**src/design/dttn_pkg.sv**
```systemverilog
// ----------------------------------------------------------------------------
// dttn_pkg
// Types, character codes and status codes shared by the parser modules.
// ----------------------------------------------------------------------------
`timescale 1ns / 1ps

package dttn_pkg;

    localparam int MANT_W      = 60;
    localparam int FRAC_W      = 5;
    localparam int QUEUE_DEPTH = 2;

    localparam logic [7:0] CHAR_MINUS = 8'h2D;
    localparam logic [7:0] CHAR_PLUS  = 8'h2B;
    localparam logic [7:0] CHAR_POINT = 8'h2E;
    localparam logic [7:0] CHAR_ZERO  = 8'h30;
    localparam logic [7:0] CHAR_NINE  = 8'h39;
    localparam logic [7:0] CHAR_SPACE = 8'h20;
    localparam logic [7:0] CHAR_TAB   = 8'h09;
    localparam logic [7:0] CHAR_CR    = 8'h0D;

    localparam logic [63:0] MANT_MASK = 64'h0FFF_FFFF_FFFF_FFFF;

    typedef enum logic [2:0] {
        ST_OK       = 3'd0,
        ST_BLANK    = 3'd1,
        ST_POINT    = 3'd2,
        ST_BADCHAR  = 3'd3,
        ST_OVERFLOW = 3'd4
    } status_t;

    typedef enum logic [2:0] {
        CLS_SPACE,
        CLS_MINUS,
        CLS_PLUS,
        CLS_POINT,
        CLS_DIGIT,
        CLS_BAD
    } char_class_t;

    // One classified character as it travels from front to back.
    typedef struct packed {
        char_class_t cls;
        logic [3:0]  digit;
        logic        last;
    } tok_t;

    // Largest mantissa allowed: 10^max_digits - 1, capped to 60 bits.
    function automatic logic [MANT_W-1:0] mant_limit(input int max_digits);
        logic [63:0] p;
        int          i;
        p = 64'd1;
        for (i = 0; i < 19; i++) begin
            if (i < max_digits) begin
                p = p * 64'd10;
            end
        end
        p = p - 64'd1;
        if (p > MANT_MASK) begin
            p = MANT_MASK;
        end
        return p[MANT_W-1:0];
    endfunction

endpackage

```
**src/design/dttn_queue.sv**
```systemverilog
// ----------------------------------------------------------------------------
// dttn_queue
// Small register FIFO with valid/ready on both sides.
// ----------------------------------------------------------------------------
`timescale 1ns / 1ps

module dttn_queue #(
    parameter int WIDTH = 8,
    parameter int DEPTH = 2
) (
    input  logic             clk,
    input  logic             rst_n,
    input  logic             push_valid,
    output logic             push_ready,
    input  logic [WIDTH-1:0] push_data,
    output logic             pop_valid,
    input  logic             pop_ready,
    output logic [WIDTH-1:0] pop_data
);

    localparam int PTR_W = (DEPTH > 1) ? $clog2(DEPTH) : 1;
    localparam int CNT_W = $clog2(DEPTH + 1);
    localparam logic [PTR_W-1:0] PTR_LAST = PTR_W'(DEPTH - 1);
    localparam logic [CNT_W-1:0] CNT_FULL = CNT_W'(DEPTH);

    logic [WIDTH-1:0] mem_reg [DEPTH];
    logic [PTR_W-1:0] wr_ptr_reg, wr_ptr_next;
    logic [PTR_W-1:0] rd_ptr_reg, rd_ptr_next;
    logic [CNT_W-1:0] count_reg, count_next;
    logic             do_push, do_pop;

    assign push_ready = (count_reg != CNT_FULL);
    assign pop_valid  = (count_reg != '0);
    assign pop_data   = mem_reg[rd_ptr_reg];
    assign do_push    = push_valid && push_ready;
    assign do_pop     = pop_valid && pop_ready;

    always_comb begin
        wr_ptr_next = wr_ptr_reg;
        rd_ptr_next = rd_ptr_reg;
        count_next  = count_reg;
        if (do_push) begin
            wr_ptr_next = (wr_ptr_reg == PTR_LAST) ? '0 : wr_ptr_reg + 1'b1;
        end
        if (do_pop) begin
            rd_ptr_next = (rd_ptr_reg == PTR_LAST) ? '0 : rd_ptr_reg + 1'b1;
        end
        if (do_push && !do_pop) begin
            count_next = count_reg + 1'b1;
        end else if (do_pop && !do_push) begin
            count_next = count_reg - 1'b1;
        end
    end

    always_ff @(posedge clk or negedge rst_n) begin
        if (!rst_n) begin
            wr_ptr_reg <= '0;
            rd_ptr_reg <= '0;
            count_reg  <= '0;
        end else begin
            wr_ptr_reg <= wr_ptr_next;
            rd_ptr_reg <= rd_ptr_next;
            count_reg  <= count_next;
        end
    end

    always_ff @(posedge clk) begin
        if (do_push) begin
            mem_reg[wr_ptr_reg] <= push_data;
        end
    end

endmodule

```
**src/design/dttn_front.sv**
```systemverilog
// ----------------------------------------------------------------------------
// dttn_front
// Accepts characters and sorts each into a class for the back end.
// ----------------------------------------------------------------------------
`timescale 1ns / 1ps

module dttn_front (
    input  logic          char_valid,
    output logic          char_ready,
    input  logic [7:0]    char_code,
    input  logic          last_char,
    output logic          tok_valid,
    input  logic          tok_ready,
    output dttn_pkg::tok_t tok
);

    import dttn_pkg::*;

    logic is_space;
    logic is_digit;

    assign char_ready = tok_ready;
    assign tok_valid  = char_valid;

    // Whitespace: space, and tab through carriage return.
    assign is_space = (char_code == CHAR_SPACE)
                   || ((char_code >= CHAR_TAB) && (char_code <= CHAR_CR));
    assign is_digit = (char_code >= CHAR_ZERO) && (char_code <= CHAR_NINE);

    always_comb begin
        tok.last  = last_char;
        tok.digit = char_code[3:0];   // '0'..'9' carry the value in the low nibble
        priority if (is_space) begin
            tok.cls = CLS_SPACE;
        end else if (is_digit) begin
            tok.cls = CLS_DIGIT;
        end else if (char_code == CHAR_MINUS) begin
            tok.cls = CLS_MINUS;
        end else if (char_code == CHAR_PLUS) begin
            tok.cls = CLS_PLUS;
        end else if (char_code == CHAR_POINT) begin
            tok.cls = CLS_POINT;
        end else begin
            tok.cls = CLS_BAD;
        end
    end

endmodule

```
**src/design/dttn_back.sv**
```systemverilog
// ----------------------------------------------------------------------------
// dttn_back
// Parse state machine, digit accumulator and result register.
// ----------------------------------------------------------------------------
`timescale 1ns / 1ps

module dttn_back #(
    parameter int MAX_DIGITS = 18
) (
    input  logic                          clk,
    input  logic                          rst_n,
    input  logic                          tok_valid,
    output logic                          tok_ready,
    input  dttn_pkg::tok_t                tok,
    output logic                          result_valid,
    input  logic                          result_ready,
    output logic [2:0]                    status,
    output logic                          negative,
    output logic [dttn_pkg::MANT_W-1:0]   mantissa,
    output logic [dttn_pkg::FRAC_W-1:0]   frac_digits
);

    import dttn_pkg::*;

    localparam logic [MANT_W-1:0] LIMIT    = mant_limit(MAX_DIGITS);
    localparam logic [63:0]       LIMIT64  = 64'(LIMIT);
    localparam logic [FRAC_W-1:0] FRAC_MAX = FRAC_W'(MAX_DIGITS);

    typedef enum logic [1:0] {
        PH_LEAD,
        PH_BODY,
        PH_TRAIL
    } phase_t;

    phase_t            phase_reg, phase_next;
    logic              sign_reg, sign_next;
    logic              point_reg, point_next;
    logic [MANT_W-1:0] acc_reg, acc_next;
    logic [FRAC_W-1:0] frac_reg, frac_next;
    status_t           err_reg, err_next;

    logic              res_valid_reg, res_valid_next;
    status_t           res_status_reg, res_status_next;
    logic              res_neg_reg, res_neg_next;
    logic [MANT_W-1:0] res_mant_reg, res_mant_next;
    logic [FRAC_W-1:0] res_frac_reg, res_frac_next;

    logic              take;
    logic              do_body;
    logic [63:0]       prod;
    status_t           fin_status;

    // A last item needs the result register free; others never wait.
    assign tok_ready = !tok.last || !res_valid_reg || result_ready;
    assign take      = tok_valid && tok_ready;

    assign result_valid = res_valid_reg;
    assign status       = res_status_reg;
    assign negative     = res_neg_reg;
    assign mantissa     = res_mant_reg;
    assign frac_digits  = res_frac_reg;

    // acc * 10 + digit as shift-adds; fits in 64 bits since acc < 2^60
    assign prod = ({4'b0, acc_reg} << 3) + ({4'b0, acc_reg} << 1) + 64'(tok.digit);

    always_comb begin
        phase_next = phase_reg;
        sign_next  = sign_reg;
        point_next = point_reg;
        acc_next   = acc_reg;
        frac_next  = frac_reg;
        err_next   = err_reg;
        do_body    = 1'b0;

        if (err_reg == ST_OK) begin
            unique case (phase_reg)
                PH_LEAD: begin
                    if (tok.cls != CLS_SPACE) begin
                        phase_next = PH_BODY;
                        if (tok.cls == CLS_MINUS) begin
                            sign_next = 1'b1;
                        end else if (tok.cls != CLS_PLUS) begin
                            do_body = 1'b1;
                        end
                    end
                end
                PH_BODY: begin
                    if (tok.cls == CLS_SPACE) begin
                        phase_next = PH_TRAIL;
                    end else begin
                        do_body = 1'b1;
                    end
                end
                PH_TRAIL: begin
                    if (tok.cls != CLS_SPACE) begin
                        err_next = ST_BADCHAR;
                    end
                end
                default: ;
            endcase
        end

        if (do_body) begin
            unique case (tok.cls)
                CLS_POINT: begin
                    if (point_reg) begin
                        err_next = ST_POINT;
                    end else begin
                        point_next = 1'b1;
                    end
                end
                CLS_DIGIT: begin
                    if (prod > LIMIT64) begin
                        err_next = ST_OVERFLOW;
                    end else if (point_reg && (frac_reg >= FRAC_MAX)) begin
                        err_next = ST_OVERFLOW;
                    end else begin
                        acc_next = prod[MANT_W-1:0];
                        if (point_reg) begin
                            frac_next = frac_reg + 1'b1;
                        end
                    end
                end
                default: err_next = ST_BADCHAR;
            endcase
        end

        fin_status = err_next;
        if ((err_next == ST_OK) && (phase_next == PH_LEAD)) begin
            fin_status = ST_BLANK;
        end

        res_valid_next  = res_valid_reg && !result_ready;
        res_status_next = res_status_reg;
        res_neg_next    = res_neg_reg;
        res_mant_next   = res_mant_reg;
        res_frac_next   = res_frac_reg;

        if (take && tok.last) begin
            res_valid_next  = 1'b1;
            res_status_next = fin_status;
            res_neg_next    = (fin_status == ST_OK) ? sign_next : 1'b0;
            res_mant_next   = (fin_status == ST_OK) ? acc_next : '0;
            res_frac_next   = (fin_status == ST_OK) ? frac_next : '0;
            // string done: back to the idle parse state
            phase_next = PH_LEAD;
            sign_next  = 1'b0;
            point_next = 1'b0;
            acc_next   = '0;
            frac_next  = '0;
            err_next   = ST_OK;
        end
    end

    always_ff @(posedge clk or negedge rst_n) begin
        if (!rst_n) begin
            phase_reg      <= PH_LEAD;
            sign_reg       <= 1'b0;
            point_reg      <= 1'b0;
            acc_reg        <= '0;
            frac_reg       <= '0;
            err_reg        <= ST_OK;
            res_valid_reg  <= 1'b0;
            res_status_reg <= ST_OK;
            res_neg_reg    <= 1'b0;
            res_mant_reg   <= '0;
            res_frac_reg   <= '0;
        end else begin
            if (take) begin
                phase_reg <= phase_next;
                sign_reg  <= sign_next;
                point_reg <= point_next;
                acc_reg   <= acc_next;
                frac_reg  <= frac_next;
                err_reg   <= err_next;
            end
            res_valid_reg  <= res_valid_next;
            res_status_reg <= res_status_next;
            res_neg_reg    <= res_neg_next;
            res_mant_reg   <= res_mant_next;
            res_frac_reg   <= res_frac_next;
        end
    end

endmodule

```
**src/design/decimal_text_to_number_parser.sv**
```systemverilog
// ----------------------------------------------------------------------------
// decimal_text_to_number_parser
// Streams ASCII characters in, one result per string out.
// ----------------------------------------------------------------------------
// The block takes one character per cycle on the char channel while
// char_ready is high, the last one of a string marked by last_char, and
// returns one result per string: status, sign, the digits as one decimal
// integer (mantissa) and the count of digits after the point, so value =
// +/- mantissa / 10^frac_digits. Leading and trailing whitespace (tab..CR,
// space) is skipped; an optional sign comes first, then digits with at most
// one point. Status codes: 0 ok, 1 only whitespace, 2 second point, 3 bad
// character, 4 overflow (more than MAX_DIGITS digits of value, or more than
// MAX_DIGITS fraction digits). On any error status the other fields read
// zero. The first error in a string wins; later characters are ignored up
// to the marked last one. Throughput is one character per cycle while the
// input is not stalled; it is set by the back end's per-character step, one
// multiply-by-ten-and-add on the 60-bit accumulator with its limit compare.
// A result appears on the output the cycle after its last character is
// taken by the back end; an accepted character passes through the queue and
// then into the result register. The front classifies characters and feeds
// a two-item queue; the back end holds a result register, so input keeps
// flowing while a result waits, stalling only when a second last character
// arrives before the pending result is taken.
// ----------------------------------------------------------------------------
`timescale 1ns / 1ps

module decimal_text_to_number_parser #(
    parameter int MAX_DIGITS = 18
) (
    input  logic                        clk,
    input  logic                        rst_n,
    // character channel
    input  logic                        char_valid,
    output logic                        char_ready,
    input  logic [7:0]                  char_code,
    input  logic                        last_char,
    // result channel
    output logic                        result_valid,
    input  logic                        result_ready,
    output logic [2:0]                  status,
    output logic                        negative,
    output logic [dttn_pkg::MANT_W-1:0] mantissa,
    output logic [dttn_pkg::FRAC_W-1:0] frac_digits
);

    import dttn_pkg::*;

    // classified item, front to queue
    logic front_valid;
    logic front_ready;
    tok_t front_tok;

    // queue to back end
    logic back_valid;
    logic back_ready;
    tok_t back_tok;

    dttn_front u_front (
        .char_valid (char_valid),
        .char_ready (char_ready),
        .char_code  (char_code),
        .last_char  (last_char),
        .tok_valid  (front_valid),
        .tok_ready  (front_ready),
        .tok        (front_tok)
    );

    dttn_queue #(
        .WIDTH ($bits(tok_t)),
        .DEPTH (QUEUE_DEPTH)
    ) u_queue (
        .clk        (clk),
        .rst_n      (rst_n),
        .push_valid (front_valid),
        .push_ready (front_ready),
        .push_data  (front_tok),
        .pop_valid  (back_valid),
        .pop_ready  (back_ready),
        .pop_data   (back_tok)
    );

    dttn_back #(
        .MAX_DIGITS (MAX_DIGITS)
    ) u_back (
        .clk          (clk),
        .rst_n        (rst_n),
        .tok_valid    (back_valid),
        .tok_ready    (back_ready),
        .tok          (back_tok),
        .result_valid (result_valid),
        .result_ready (result_ready),
        .status       (status),
        .negative     (negative),
        .mantissa     (mantissa),
        .frac_digits  (frac_digits)
    );

endmodule

```
**config.mk**
```make
export PLATFORM = sky130hd
export DESIGN_NAME = decimal_text_to_number_parser
export DESIGN_NICKNAME = d
export VERILOG_FILES = /design/src/design/dttn_pkg.sv /design/src/design/dttn_queue.sv /design/src/design/dttn_front.sv /design/src/design/dttn_back.sv /design/src/design/decimal_text_to_number_parser.sv
export SDC_FILE = /design/constraint.sdc
export NUM_CORES = 1
export LEC_CHECK = 0
export BUFFER_PORTS_ARGS = -buffer_cell sky130_fd_sc_hd__clkbuf_2
export CELL_PAD_IN_SITES_DETAIL_PLACEMENT = 1
export CELL_PAD_IN_SITES_GLOBAL_PLACEMENT = 2
export CORE_AREA = 2 2 245 150
export DETAILED_ROUTE_END_ITERATION = 8
export DIE_AREA = 0 0 247 152
export PLACE_DENSITY = 0.88
export SYNTH_ARGS = -nofsm -noshare
export SYNTH_HDL_FRONTEND = slang
export SYNTH_SLANG_ARGS = --single-unit
```
**constraint.sdc**
```tcl
create_clock -name clk -period 4.85 [get_ports clk]
set_clock_uncertainty 0.1 [all_clocks]
set_input_delay 0.97 -clock clk [delete_from_list [all_inputs] [get_ports clk]]
set_output_delay 0.97 -clock clk [all_outputs]
set_load 0.02 [all_outputs]
```
Word-level counts from Yosys, hierarchy flattened

Memories as Yosys holds them, arrays and structs flattened.
Cells that the tools add are included.

Bits of input ports: 13
Memories kept: 1
Memory bits (writable): 16
Flip-flop bits (word level): 146

Magnitude comparators: 6
Multiplexer cells: 55
Equal/unequal tests: 11
Add/subtract/negate cells: 7
Reductions and logical operators: 30

Memories:

| name            | words | width | rd ports | clocked after memory_dff | write ports | RTL line         | RTL |
|---|---|---|---|---|---|---|---|
| u_queue.mem_reg | 2     | 8     | 1        | 0                        | 1           | dttn_queue.sv:26 | `logic [WIDTH-1:0] mem_reg [DEPTH];` |

Operators with widths:

| kind                   | number |
|---|---|
| $mux W60               | 6 |
| $add A63 B61 Y64       | 1 |
| $add A64 B4 Y64        | 1 |
| $gt A64 B60 Y1 const B | 1 |
| $mux W3                | 14 |
| $mux W5                | 7 |
| $eq A8 B6 Y1 const B   | 4 |
| $mux W1                | 19 |
| $logic_not A3 Y1       | 4 |
| $mux W2                | 6 |
| $logic_and A1 B1 Y1    | 10 |
| $ge A8 B4 Y1 const B   | 1 |
| $ge A8 B6 Y1 const B   | 1 |
| $le A8 B4 Y1 const B   | 1 |
| $le A8 B6 Y1 const B   | 1 |
| $reduce_bool A2 Y1     | 4 |
| $pmux W3 S2            | 1 |
| $add A5 B1 Y5 const B  | 1 |
| $ge A5 B5 Y1 const B   | 1 |
| $logic_not A1 Y1       | 5 |
| $logic_not A2 Y1       | 2 |
| $pmux W2 S2            | 1 |
| $eq A3 B1 Y1 const B   | 1 |
| $eq A3 B2 Y1 const B   | 1 |
| 12 further kinds       | 15 |

Longest topological paths before layout

Gate-level depths: netlist of run 1.
An unclocked memory read counts as a cell.

Word-level depth: 14
Mapped depth: 23
Gate-level depth less buffers: 18

Modules after synthesis

A second synthesis of run 1 with hierarchy kept.

Cell total of the unflattened synthesis: 1650
Area, all modules: 13955.9 um^2

By module, submodules not included:

| module     | area each (um^2) | cells an instance | sequential area each (um^2) | times used |
|---|---|---|---|---|
| dttn_back  | 12923.6          | 1572              | 3553.4                      | 1 |
| dttn_queue | 787.0            | 43                | 580.6                       | 1 |
| dttn_front | 245.2            | 35                | 0.0                         | 1 |

Least setup slack after synthesis of run 1

OpenSTA, ideal clock, no wires.

Path type: reg2reg
Start: register u_queue.rd_ptr_reg
End: register u_back.acc_reg[41]
Arrival: 5080 ps
Setup slack: -396 ps
Setup time: 67 ps
Clock period less this slack: 5246 ps
Data required time: 4683 ps
Cell stages (with the launch flop): 23
Path buffers: 4
Cell sequence: dfrtp_1 -> clkbuf_1 -> mux2_2 -> ha_1 -> ha_1 -> inv_1 -> fa_1 -> nand2b_1 -> a21oi_1 -> o21ai_1 -> a31oi_1 -> a311oi_1 -> o41ai_1 -> xor2_1 -> and3_1 -> nand3_2 -> a2111o_1 -> and4_1 -> buf_4 -> o21ai_4 -> buf_6 -> buf_6 -> a22o_1

Longest elaborated chain between the ends: 9
Elaborated cells between the ends (all ways): 24
Classes of those cells: add/sub: 1; order compare: 1; eq/ne: 3; mux: 11; reduce/logical: 7; memory: 1

RTL lines:

| what                                                    | RTL line         | RTL |
|---|---|---|
| from (decl)                                             | dttn_queue.sv:28 | `logic [PTR_W-1:0] rd_ptr_reg, rd_ptr_next;` |
| from (signal assigned)                                  | dttn_queue.sv:62 | `rd_ptr_reg <= rd_ptr_next;` |
| $mem_v2 Z2 W8 *                                         | --               |  |
| branches (longest 8 deep; another with $add A64 B4 Y64) | --               |  |
| to (signal assigned)                                    | dttn_back.sv:173 | `acc_reg <= acc_next;` |
| to (decl)                                               | dttn_back.sv:38  | `logic [MANT_W-1:0] acc_reg, acc_next;` |

Mark *: on every way between the ends.
A chain may end at the register's enable or synchronous reset.

Worst setup path after layout of run 1

Start: register u_queue.rd_ptr_reg
End: register u_back.res_mant_reg[25] (netlist: u_back.mantissa[25])

Longest elaborated chain between the ends: 14
Elaborated cells between the ends (all ways): 42
Classes of those cells: add/sub: 1; order compare: 1; eq/ne: 4; mux: 24; reduce/logical: 11; memory: 1

RTL lines:

| what                                                     | RTL line         | RTL |
|---|---|---|
| $mem_v2 Z2 W8 *                                          | --               |  |
| branches (longest 13 deep; another with $add A64 B4 Y64) | --               |  |
| to (signal assigned)                                     | dttn_back.sv:180 | `res_mant_reg <= res_mant_next;` |
| to (decl)                                                | dttn_back.sv:45  | `logic [MANT_W-1:0] res_mant_reg, res_mant_next;` |

Marks and branches as above.

==> results of run 1 <==
-- layout by cell type (no fill, tap or decap), types with 12 or more instances in the layout --
cell type	n
nand2_1	176
buf_4	174
dfrtp_1	145
ha_1	117
a21oi_1	89
nor2_1	88
clkbuf_2	82
a22o_1	60
o21ai_0	50
mux2i_1	48
o21ai_1	46
o21ai_2	41
xnor2_1	34
nand4_1	33
inv_1	26
nor3_1	24
clkbuf_16	23
nand3_1	20
xor2_1	18
a21o_1	17
buf_12	17
edfxtp_1	16
o211ai_1	12
-- Yosys cell counts (4+ instances only) --
library cell    n
nand2_1       177
dfrtp_1       146
ha_1          122
a21oi_1        97
nor2_1         88
o21ai_0        83
mux2i_1        65
a22o_1         60
o21ai_1        55
xnor2_1        39
clkbuf_1       38
nand4_1        33
buf_2          31
inv_1          28
nor3_1         25
nand3_1        21
xor2_1         19
a21o_1         17
edfxtp_1       16
a31oi_1        14
nor4_1         13
o211ai_1       12
o21a_1         11
and2_1          9
and3_1          9
mux2_2          9
a211oi_1        8
nand2b_1        7
o21bai_1        7
a21boi_0        5
a221oi_1        5
nor2b_1         5
or2_1           5
a311oi_1        4
buf_4           4
nor4b_1         4
o2111ai_1       4
o31a_1          4
o31ai_1         4
o41ai_1         4
or3_1           4
-- power groups by stage --
stage	Sequential, uW	Combinational [uW]	Clock, uW
after floorplan	1570	915	0
after global placement	1570	1320	0
after detailed placement	1580	1380	0
after CTS	1550	1740	1320
after global routing	1570	2120	1380
final	1560	2000	1300
-- per-stage QoR --
stage | utilization | power [uW]
detailed placement | 0.403 | 2960
global placement | 0.403 | 2880
CTS | 0.443 | 4610
finish | 0.461 | 4850
floorplan | - | 2480
global route | 0.461 | 5080
-- cell type report --
class / instances / area, um2 / area share
clock buffers: 19 / 433 / 0.0264
inverters: 30 / 113 / 0.00686
repair buffers: 297 / 2540 / 0.155
clock inverters: 13 / 104 / 0.00633
well taps: 476 / 596 / 0.0363
flip-flops and latches: 162 / 4140 / 0.252
multi-input cells: 1107 / 8490 / 0.517
-- routing by layer --
layer,share of wire,global-route usage,vias to the layer above
met5,0,0,-
met4,0.012,0.0513,0
met3,0.073,0.0586,39
met2,0.41,0.343,359
met1,0.50,0.384,6164
li1,-,-,5600
-- logic make-up after synthesis --
| logic type | after synthesis | synth area share |
|---|---|---|
| XOR/XNOR | 58 | 0.0415 |
| multiplexers | 74 | 0.0614 |
| AND/OR/NAND/NOR | 419 | 0.160 |
| buffers and inverters | 107 | 0.0391 |
| flip-flops | 162 | 0.337 |
| adder cells (fa/ha/maj) | 124 | 0.128 |
| AO/OA/AOI/OAI | 432 | 0.233 |
-- final timing paths --
kind                                                   end  depth (start not counted)
max                        u_back.mantissa[25]$_DFFE_PN0P_                         22
min                        u_back.mantissa[18]$_DFFE_PN0P_                          2
max reg2reg                u_back.mantissa[25]$_DFFE_PN0P_                         22
min reg2reg                u_back.mantissa[18]$_DFFE_PN0P_                          2
max in group asynchronous   u_queue.rd_ptr_reg$_DFFE_PN0P_                          2
min in group asynchronous  u_back.mantissa[17]$_DFFE_PN0P_                          1
-- worst max-delay path: stages, from the launching register on --
cell and delay, ns:
dfrtp_2 0.44, mux2i_2 0.17, fa_1 0.51, buf_4 0.12
inv_2 0.04, ha_4 0.26, a21oi_4 0.06, or2_4 0.26
a211oi_4 0.25, o211ai_1 0.25, a211oi_2 0.41, buf_4 0.22
buf_4 0.12, nor2_1 0.05, xnor2_1 0.22, a21oi_1 0.11
or2_1 0.29, a2111o_1 0.48, and4_4 0.26, buf_12 0.17
buf_16 0.14, mux2i_1 0.21, o21ai_1 0.09
-- repair_timing --
| action | 4_1_cts | 5_1_grt |
|---|---|---|
| gates cloned | 9 | 6 |
| resized for setup | 104 | 103 |
| endpoints found under the setup margin | 133 | 133 |
| pin swaps | 46 | 42 |
| endpoints found under the hold margin | 0 | 0 |
| setup buffers | 16 | 13 |
==> metrics.md, run 1 <==
| Metric | Value |
|---|---|
| Outcome | finished, violations left |
| Failing checks | negative setup slack |
| Fin crit share | 1.11 |
| HP Start | u_back.mantissa[18]$_DFFE_PN0P_ |
| Drt initial violations | 1018 |
| Cell area after synthesis | 12300 um2 |
| GRT Util Overall | 0.247 |
| DP Area | 14300 um2 |
| Final nets | 1752 |
| GPL Wtd Cong | 0.977 |
| Drt wl/cell | 22.4 um |
| Core area | 35600 um2 |
| Leak pwr | 0.00739 uW |
| Final Instance Count excl. Fillers | 2104 |
| Initial antenna violation count | 0 |
| Synth top area cells | dfrtp_1 (30%), ha_1 (12%), nand2_1 (5.4%) |
| Row cnt | 54 |
| RR Startpoint | u_queue.rd_ptr_reg$_DFFE_PN0P_ |
| Flop pwr share | 0.321 |
| Post-Syn Nets | 1513 |
| Clock tree sinks | 162 |
| Cell total after placement | 2030 |
| ANT cells | 0 |
| Final worst path period need | 5.37 ns |
| CTS tree | built |
| Warnings, synthesis | 0 |
| WS Path Type | flip-flop to flip-flop |
| TritonCTS Buffers | 17 |
| First-pass GRT wire length | 71900 um |
| CTS H-Tree Depth | 4 |
| Area delta synth->final | 34.0% |
| RSZ-0062 raised after global routing | yes |
| Synth top area share | 0.298 |
| Worst setup margin | -0.522 ns |
| Crit path DAT | 5.62 ns |
| Max Cap Viol | 0 |
| Final WL | 47200 um |
| Max Clock Freq | 186 MHz |
| Detailed-route via count | 12200 |
| Port Buffers | 83 |
| Max Buffers Root-to-Sink | 2 |
| Final Hold Vio Count | 0 |
| CP startpoint | u_queue.rd_ptr_reg$_DFFE_PN0P_ |
| Hold_buf cts | 0 |
| Die ar. | 37500 um2 |
| Vias in the first global route | 12200 |
| Synth area leader | dfrtp_1 |
| Top FF cell, synth | dfrtp_1 |
| Starting Density | 0.344 |
| Dpl ws | -0.922 ns |
| Yosys cell types | 85 |
| Switching Fraction | 0.389 |
| Hold crit path type | flip-flop to flip-flop |
| CP Launch Type | flip-flop |
| Setup TNS | -60.34 ns |
| Fin Hold WS | 0.380 ns |
| Remaining DRCs | 0 |
| Number of synthesized flops with an enable pin | 16 |
| # IOs | 84 |
| Clk slew on worst S/H paths | 0.06 ns |
| Worst Tran Pin Value | 1.02 ns |
| FF-to-FF setup slack | -0.52 ns |
| Post-synth ARST share | 0.901 |
| Combinational power share | 0.412 |
| Max-slew headroom at the worst pin | 0.320 |
| Pwr/cell area | 295 nW/um2 |
| Vias per cell | 5.78 |
| VDD IR-drop max | 270 uV |
| Die H | 152 um |
| Post-synthesis average cell area | 8.90 um2 |
| Clk root buf | clkbuf_16 |
| Max-slew violation count | 0 |
| Drt pass-1 iters | 5 |
| Clock Latency Late Sink | 0.48 ns |
| Pin count of the biggest net entering global routing | 87 |
| Psw | 1890 uW |
| Fin area | 16400 um2 |
| Int Power | 2960 uW |
| Crit-path max FO | 8 |
| Final setup viols | 133 |
| Global route overflow | 0 |
| CP Capture Type | flip-flop |
| Fillers | 4079 |
| Clock power frac | 0.267 |
| CP required | 5.10 ns |
| Die X | 247 um |
| Post-DP HPWL | 33800 um |
| Layout cells sized above 1 | 0.295 |
| Sequential area share after synthesis | 0.337 |
| Cells after synthesis | 1376 |
| Seq cells post-synth | 162 |
| Final ANT Viol Nets | 0 |
No activity file was read; power rests on OpenSTA's default activity.
==> run 2, diff against run 1 <==
Settings changed: CORE_AREA 2 2 245 150 to 2 2 182 202, DIE_AREA 0 0 247 152 to 0 0 184 204.
==> run 2 against run 1 <==
  * The flow still finishes with violations (negative setup slack)
  * Utilization rose by 2.2 points
  * Cell count rose by 3.4%
  * Maximum frequency fell by 1.1%
  * Combinational power rose by 25%
  * Cell area rose by 4.7%
  * Die area barely moved
  * Sequential share of layout area fell by 1.1 points
  * Count of clock-buffer cells in the layout fell by 1
  * Sequential cell count did not move
==> metrics.md, run 2 (synthesis results as in run 1) <==
| Metric | Value |
|---|---|
| Max-slew headroom at the worst pin | 0.335 (+0.0152) |
| Final WL | 49300 um (+4.5%) |
| Dpl ws | -1.15 ns (-0.223 ns) |
| Starting Density | 0.344 (about the same) |
| Max Clock Freq | 184 MHz (-1.1%) |
| RR Startpoint | u_queue.rd_ptr_reg$_DFFE_PN0P_ |
| HP Start | u_back.mantissa[36]$_DFFE_PN0P_ |
| Outcome | finished, violations left |
| Detailed-route via count | 12500 (+2.9%) |
| Commonest non-fill, non-tap cell in the layout | buf_4 |
| ANT cells | 0 (unchanged) |
| GRT Util Overall | 0.244 (-0.00378) |
| Commonest cells after routing, fill and taps aside | buf_4 (258), nand2_1 (174), dfrtp_1 (145) |
| Die ar. | 37500 um2 (about the same) |
| Die X | 184 um (-26%) |
| Drt wl/cell | 22.6 um (+1.1%) |
| Clk root buf | clkbuf_16 |
| Switching Fraction | 0.385 (-0.00420) |
| RSZ-0062 raised after global routing | yes |
| Setup TNS | -68.07 ns (-7.74 ns) |
| Final worst path period need | 5.43 ns (+0.0597 ns) |
| CP Capture Type | flip-flop |
| VDD IR-drop max | 341 uV (+26%) |
| Int Power | 3340 uW (+13%) |
| Port Buffers | 83 (unchanged) |
| Vias per cell | 5.76 (-0.42%) |
| Failing checks | negative setup slack |
| Final setup viols | 133 (unchanged) |
| CTS tree | built |
| Initial antenna violation count | 0 (unchanged) |
| Crit-path max FO | 7 (-1) |
| CTS H-Tree Depth | 4 (unchanged) |
| Clock Latency Late Sink | 0.47 ns (about the same) |
| # IOs | 84 (unchanged) |
| Area delta synth->final | 40.3% |
| CP max stage delay | 0.53 ns (+0.02 ns) |
| Worst-path cell chain | mux2i_2, fa_2, fa_2, nand2b_4, a21oi_4, o31a_1, o31a_1, buf_4, o211ai_1, and3b_2, o21bai_4, a311oi_2, o31a_1, a2111o_1, buf_4, a31oi_4, or3_4, buf_12, clkbuf_16, o21ai_1 |
| Global route overflow | 0 (unchanged) |
| Crit-path leading delay family | compound AO/OA/AOI/OAI gates |
| Worst Tran Pin Value | 0.998 ns (-0.0229 ns) |
| Post-DP HPWL | 32800 um (-2.8%) |
| Core area | 35600 um2 (about the same) |
| Crit path DAT | 5.68 ns (+0.06 ns) |
| Max Buffers Root-to-Sink | 2 (unchanged) |
| Final Hold Vio Count | 0 (unchanged) |
| Max-slew violation count | 0 (unchanged) |
| CP startpoint | u_queue.rd_ptr_reg$_DFFE_PN0P_ |
| Row cnt | 73 (+35%) |
| CP Launch Type | flip-flop |
| First-pass GRT wire length | 71600 um (-0.45%) |
| Fin crit share | 1.12 (+0.0123) |
| Clock tree sinks | 162 (unchanged) |
| Pin count of the biggest net entering global routing | 79 (-9.2%) |
| Combinational power share | 0.458 (+0.046) |
| Hold crit path type | flip-flop to flip-flop |
| Max Cap Viol | 0 (unchanged) |
| Clk slew on worst S/H paths | 0.07 ns (about the same) |
| Final ANT Viol Nets | 0 (unchanged) |
| WS Path Type | flip-flop to flip-flop |
| GPL Wtd Cong | 0.885 (-9.4%) |
| Crit path top cell by count | o31a_1 |
| TritonCTS Buffers | 17 (unchanged) |
| Clock power frac | 0.254 (-0.013) |
| Drt pass-1 iters | 4 (-1) |
| Psw | 2090 uW (+11%) |
| Final nets | 1849 (+5.5%) |
| Worst setup margin | -0.582 ns (-0.0597 ns) |
| Pwr/cell area | 316 nW/um2 (+6.9%) |
| Layout cells sized above 1 | 0.315 (+0.0193) |
| Flop pwr share | 0.288 (-0.033) |
| Remaining DRCs | 0 (unchanged) |
| Vias in the first global route | 12900 (+5.6%) |
| CP required | 5.10 ns (about the same) |
| Leak pwr | 0.00792 uW (+7.1%) |
| Die H | 204 um (+34%) |
| Drt initial violations | 658 (-35%) |
| CP Buf/Inv Count | 4 (-2) |
| CP max stage cell | fa_2 |
-- run 2: worst min-delay path, stage by stage, from the launching register on --
cell	delay [ns]
dfrtp_1	0.34
nand2_1	0.05
o21ai_1	0.06
-- run 2: what timing repair did --
item | in CTS | in global routing
gates resized for setup | 113 | 67
hold buffers | 0 | 0
setup buffers | 25 | 11
endpoints found under the setup margin | 133 | 133
cloned | 9 | 15
pin swaps | 30 | 33
-- run 2: per-layer routing --
metal | routed length, um | GRT usage | share of wire
met1 | 21000 | 0.304 | 0.43
met4 | 1800 | 0.0674 | 0.037
met3 | 1880 | 0.0397 | 0.038
met2 | 24600 | 0.433 | 0.50
met5 | 0 | 0 | 0
-- run 2: cell type report --
cell class | instances | area (um2)
Fill cell | 4105 | 18400
Multi-Input combinational cell | 1107 | 8360
Sequential cell | 162 | 4140
Timing Repair Buffer | 394 | 3430
Tap cell | 450 | 563
Clock buffer | 18 | 429
Clock inverter | 14 | 155
Inverter | 30 | 113
-- run 2: path summary, 6_finish.rpt --
check | end | slack, ns | depth (start not counted)
setup / recovery | u_back.mantissa[9]$_DFFE_PN0P_ | -0.58 | 20
hold / removal | u_back.mantissa[36]$_DFFE_PN0P_ | 0.38 | 2
setup reg to reg | u_back.mantissa[9]$_DFFE_PN0P_ | -0.58 | 20
hold reg to reg | u_back.mantissa[36]$_DFFE_PN0P_ | 0.38 | 2
max in group asynchronous | u_back.acc_reg[7]$_DFFE_PN0P_ | 3.39 | 2
min in group asynchronous | u_back.acc_reg[46]$_DFFE_PN0P_ | 0.39 | 1
-- run 2: through the flow --
stage	util	hold slack [ns]	power [uW]	cells	cell area, um2
after floorplan	-	0.361	2480	1376	12300
after global placement	0.420	0.360	2900	2087	15000
after detailed placement	0.420	0.368	2960	2087	15000
after CTS	0.461	0.390	4850	2152	16400
after global routing	0.483	0.419	5610	2175	17200
final	0.483	0.383	5430	2175	17200
-- run 2: power groups by stage --
stage	clock network (uW)	logic, uW	registers (uW)
after floorplan	0	915	1570
after global placement	0	1330	1570
after detailed placement	0	1390	1580
after CTS	1410	1890	1550
after global routing	1460	2580	1570
final	1380	2490	1560
==> run 3, diff against run 2 <==
Settings changed: PLACE_DENSITY 0.88 to 0.78.
==> run 3 against run 2 <==
  * The run still ends with negative setup slack left
  * Sequential power barely moved
  * Wire length fell by 6.0%
  * Sequential cell count did not move
  * Setup slack improved by 0.14 ns
  * Combinational power fell by 18%
  * Non-clock buffer count fell by 8
  * Die area did not move
  * Worst hold slack got worse by 0.0040 ns
  * Clock power barely moved
  * Global-route usage fell by 0.32 points
==> metrics.md, run 3 (synthesis results as in run 1) <==
| Metric | Value |
|---|---|
| # IOs | 84 (unchanged) |
| Max Cap Viol | 0 (unchanged) |
| Crit path DAT | 5.60 ns (-0.08 ns) |
| Critical Path End | u_back.acc_reg[14]$_DFFE_PN0P_ |
| Die X | 184 um (unchanged) |
| Worst Tran Pin Value | 1.09 ns (+0.0885 ns) |
| Detailed-route via count | 12100 (-3.5%) |
| Die ar. | 37500 um2 (unchanged) |
| Core area | 35600 um2 (unchanged) |
| Layout cells sized above 1 | 0.342 (+0.0277) |
| Max Clock Freq | 189 MHz (+2.6%) |
| Final Hold Vio Count | 0 (unchanged) |
| Final nets | 1841 (-0.43%) |
| Starting Density | 0.344 (unchanged) |
| Die H | 204 um (unchanged) |
| Worst setup margin | -0.442 ns (+0.139 ns) |
| Commonest cells after routing, fill and taps aside | buf_4 (259), nand2_1 (174), dfrtp_1 (145) |
| Final setup viols | 133 (unchanged) |
| CP Launch Type | flip-flop |
| Clk slew on worst S/H paths | 0.07 ns (about the same) |
| Max-slew violation count | 0 (unchanged) |
| Vias in the first global route | 12900 (-0.35%) |
| Clk root buf | clkbuf_16 |
| CP required | 5.16 ns (+0.06 ns) |
| Fin crit share | 1.09 (-0.0288) |
| CP startpoint | u_back.acc_reg[9]$_DFFE_PN0P_ |
| TritonCTS Buffers | 17 (unchanged) |
| RR Startpoint | u_back.acc_reg[9]$_DFFE_PN0P_ |
| Worst R2R End | u_back.acc_reg[14]$_DFFE_PN0P_ |
| FF-to-FF setup slack | -0.44 ns (+0.14 ns) |
| CTS H-Tree Depth | 4 (unchanged) |
| WS Path Type | flip-flop to flip-flop |
| Pwr/cell area | 289 nW/um2 (-8.6%) |
| Final worst path period need | 5.29 ns (-0.139 ns) |
| Dpl ws | -1.21 ns (-0.0683 ns) |
| Max-slew headroom at the worst pin | 0.276 (-0.0590) |
| CP Capture Type | flip-flop |
| Area delta synth->final | 41.2% |
| Setup TNS | -49.90 ns (+18.17 ns) |
| Post-DP HPWL | 32400 um (-1.4%) |
| Max Buffers Root-to-Sink | 2 (unchanged) |
| First-pass GRT wire length | 70100 um (-2.1%) |
| Global route overflow | 0 (unchanged) |
| GRT Util Overall | 0.240 (-0.00323) |
| Clock Latency Late Sink | 0.48 ns (about the same) |
| R2R cell count | 20 (unchanged) |
| Row cnt | 73 (unchanged) |
| RSZ-0062 raised after global routing | yes |
| Final WL | 46300 um (-6.0%) |
| Leak pwr | 0.00795 uW (+0.47%) |
| Commonest non-fill, non-tap cell in the layout | buf_4 |
| Drt wl/cell | 21.4 um (-5.7%) |
| Outcome | finished, violations left |
| GPL Wtd Cong | 0.858 (-3.0%) |
| Crit-path max FO | 23 (+16) |
| Pin count of the biggest net entering global routing | 94 (+19%) |
| ANT cells | 0 (unchanged) |
| VDD IR-drop max | 426 uV (+25%) |
| Remaining DRCs | 0 (unchanged) |
| Initial antenna violation count | 0 (unchanged) |
| CTS tree | built |
| Clock tree sinks | 162 (unchanged) |
| Failing checks | negative setup slack |
| Vias per cell | 5.58 (-3.1%) |
| Drt pass-1 iters | 5 (+1) |
| Drt initial violations | 457 (-31%) |
| Port Buffers | 83 (unchanged) |
| Final ANT Viol Nets | 0 (unchanged) |
| Hold crit path type | flip-flop to flip-flop |
==> run 3: metrics by stage <==
stage / hold slack, ns / cells / utilization / cell area [um2] / power, uW
3_3_place_gp: 0.356 / 2083 / 0.419 / 14900 / 2880
3_5_place_dp: 0.370 / 2083 / 0.419 / 14900 / 2920
4_1_cts: 0.391 / 2151 / 0.462 / 16500 / 4690
2_1_floorplan: 0.361 / 1376 / - / 12300 / 2480
6_report: 0.379 / 2167 / 0.486 / 17300 / 4990
5_1_grt: 0.408 / 2167 / 0.486 / 17300 / 5210
==> run 3: worst min-delay path by stage <==
stage          cells after the start  slack (ns)                             from                               to
3_3_place_gp                       2        0.36     u_back.status[2]$_DFFE_PN0P_     u_back.status[2]$_DFFE_PN0P_
5_1_grt                            2        0.41  u_back.mantissa[30]$_DFFE_PN0P_  u_back.mantissa[30]$_DFFE_PN0P_
6_report                           2        0.38  u_back.mantissa[33]$_DFFE_PN0P_  u_back.mantissa[33]$_DFFE_PN0P_
4_1_cts                            2        0.39  u_back.mantissa[26]$_DFFE_PN0P_  u_back.mantissa[26]$_DFFE_PN0P_
3_5_place_dp                       2        0.37  u_back.mantissa[52]$_DFFE_PN0P_  u_back.mantissa[52]$_DFFE_PN0P_
2_1_floorplan                      1        0.36   u_queue.wr_ptr_reg$_DFFE_PN0P_   u_queue.wr_ptr_reg$_DFFE_PN0P_
==> run 3: final cells by class <==
class | count | area [um2]
fillers | 4120 | 18300
multi-input cells | 1107 | 8670
well taps | 450 | 563
clock inverters | 13 | 148
repair buffers | 386 | 3230
clock buffers | 19 | 433
inverters | 30 | 113
flip-flops and latches | 162 | 4140
==> run 3: power breakdown <==
part | total [uW] | switching (uW) | internal, uW
registers | 1550 | 80.4 | 1470
logic | 2050 | 1190 | 857
clock network | 1390 | 627 | 767
total | 4990 | 1900 | 3100
==> run 3: metal layers <==
metal / share of wire / up-vias / global-route usage
li1: - / 5766 / -
met1: 0.43 / 6072 / 0.294
met2: 0.52 / 180 / 0.433
met3: 0.026 / 67 / 0.0397
met4: 0.027 / 0 / 0.0677
met5: 0 / - / 0
==> run 3: critical path, stage by stage, from the launching register on <==
cell and delay (ns):
dfrtp_1 0.41, ha_1 0.32, ha_1 0.36, a21oi_1 0.29
o221ai_1 0.25, a21oi_1 0.36, a211oi_4 0.16, o31ai_2 0.30
buf_4 0.17, mux2_2 0.35, o21bai_1 0.21, nor4_4 0.31
buf_4 0.18, nand2_2 0.06, a2111o_1 0.40, and4_4 0.24
buf_6 0.12, o21ai_4 0.14, buf_12 0.14, buf_12 0.16
a22o_1 0.16
==> run 3: repair_timing <==
item	in CTS	in global routing
pin swaps	54	53
resized for setup	106	134
setup buffers	27	15
hold buffers	0	0
gates cloned	10	6
setup endpoints to repair	133	133
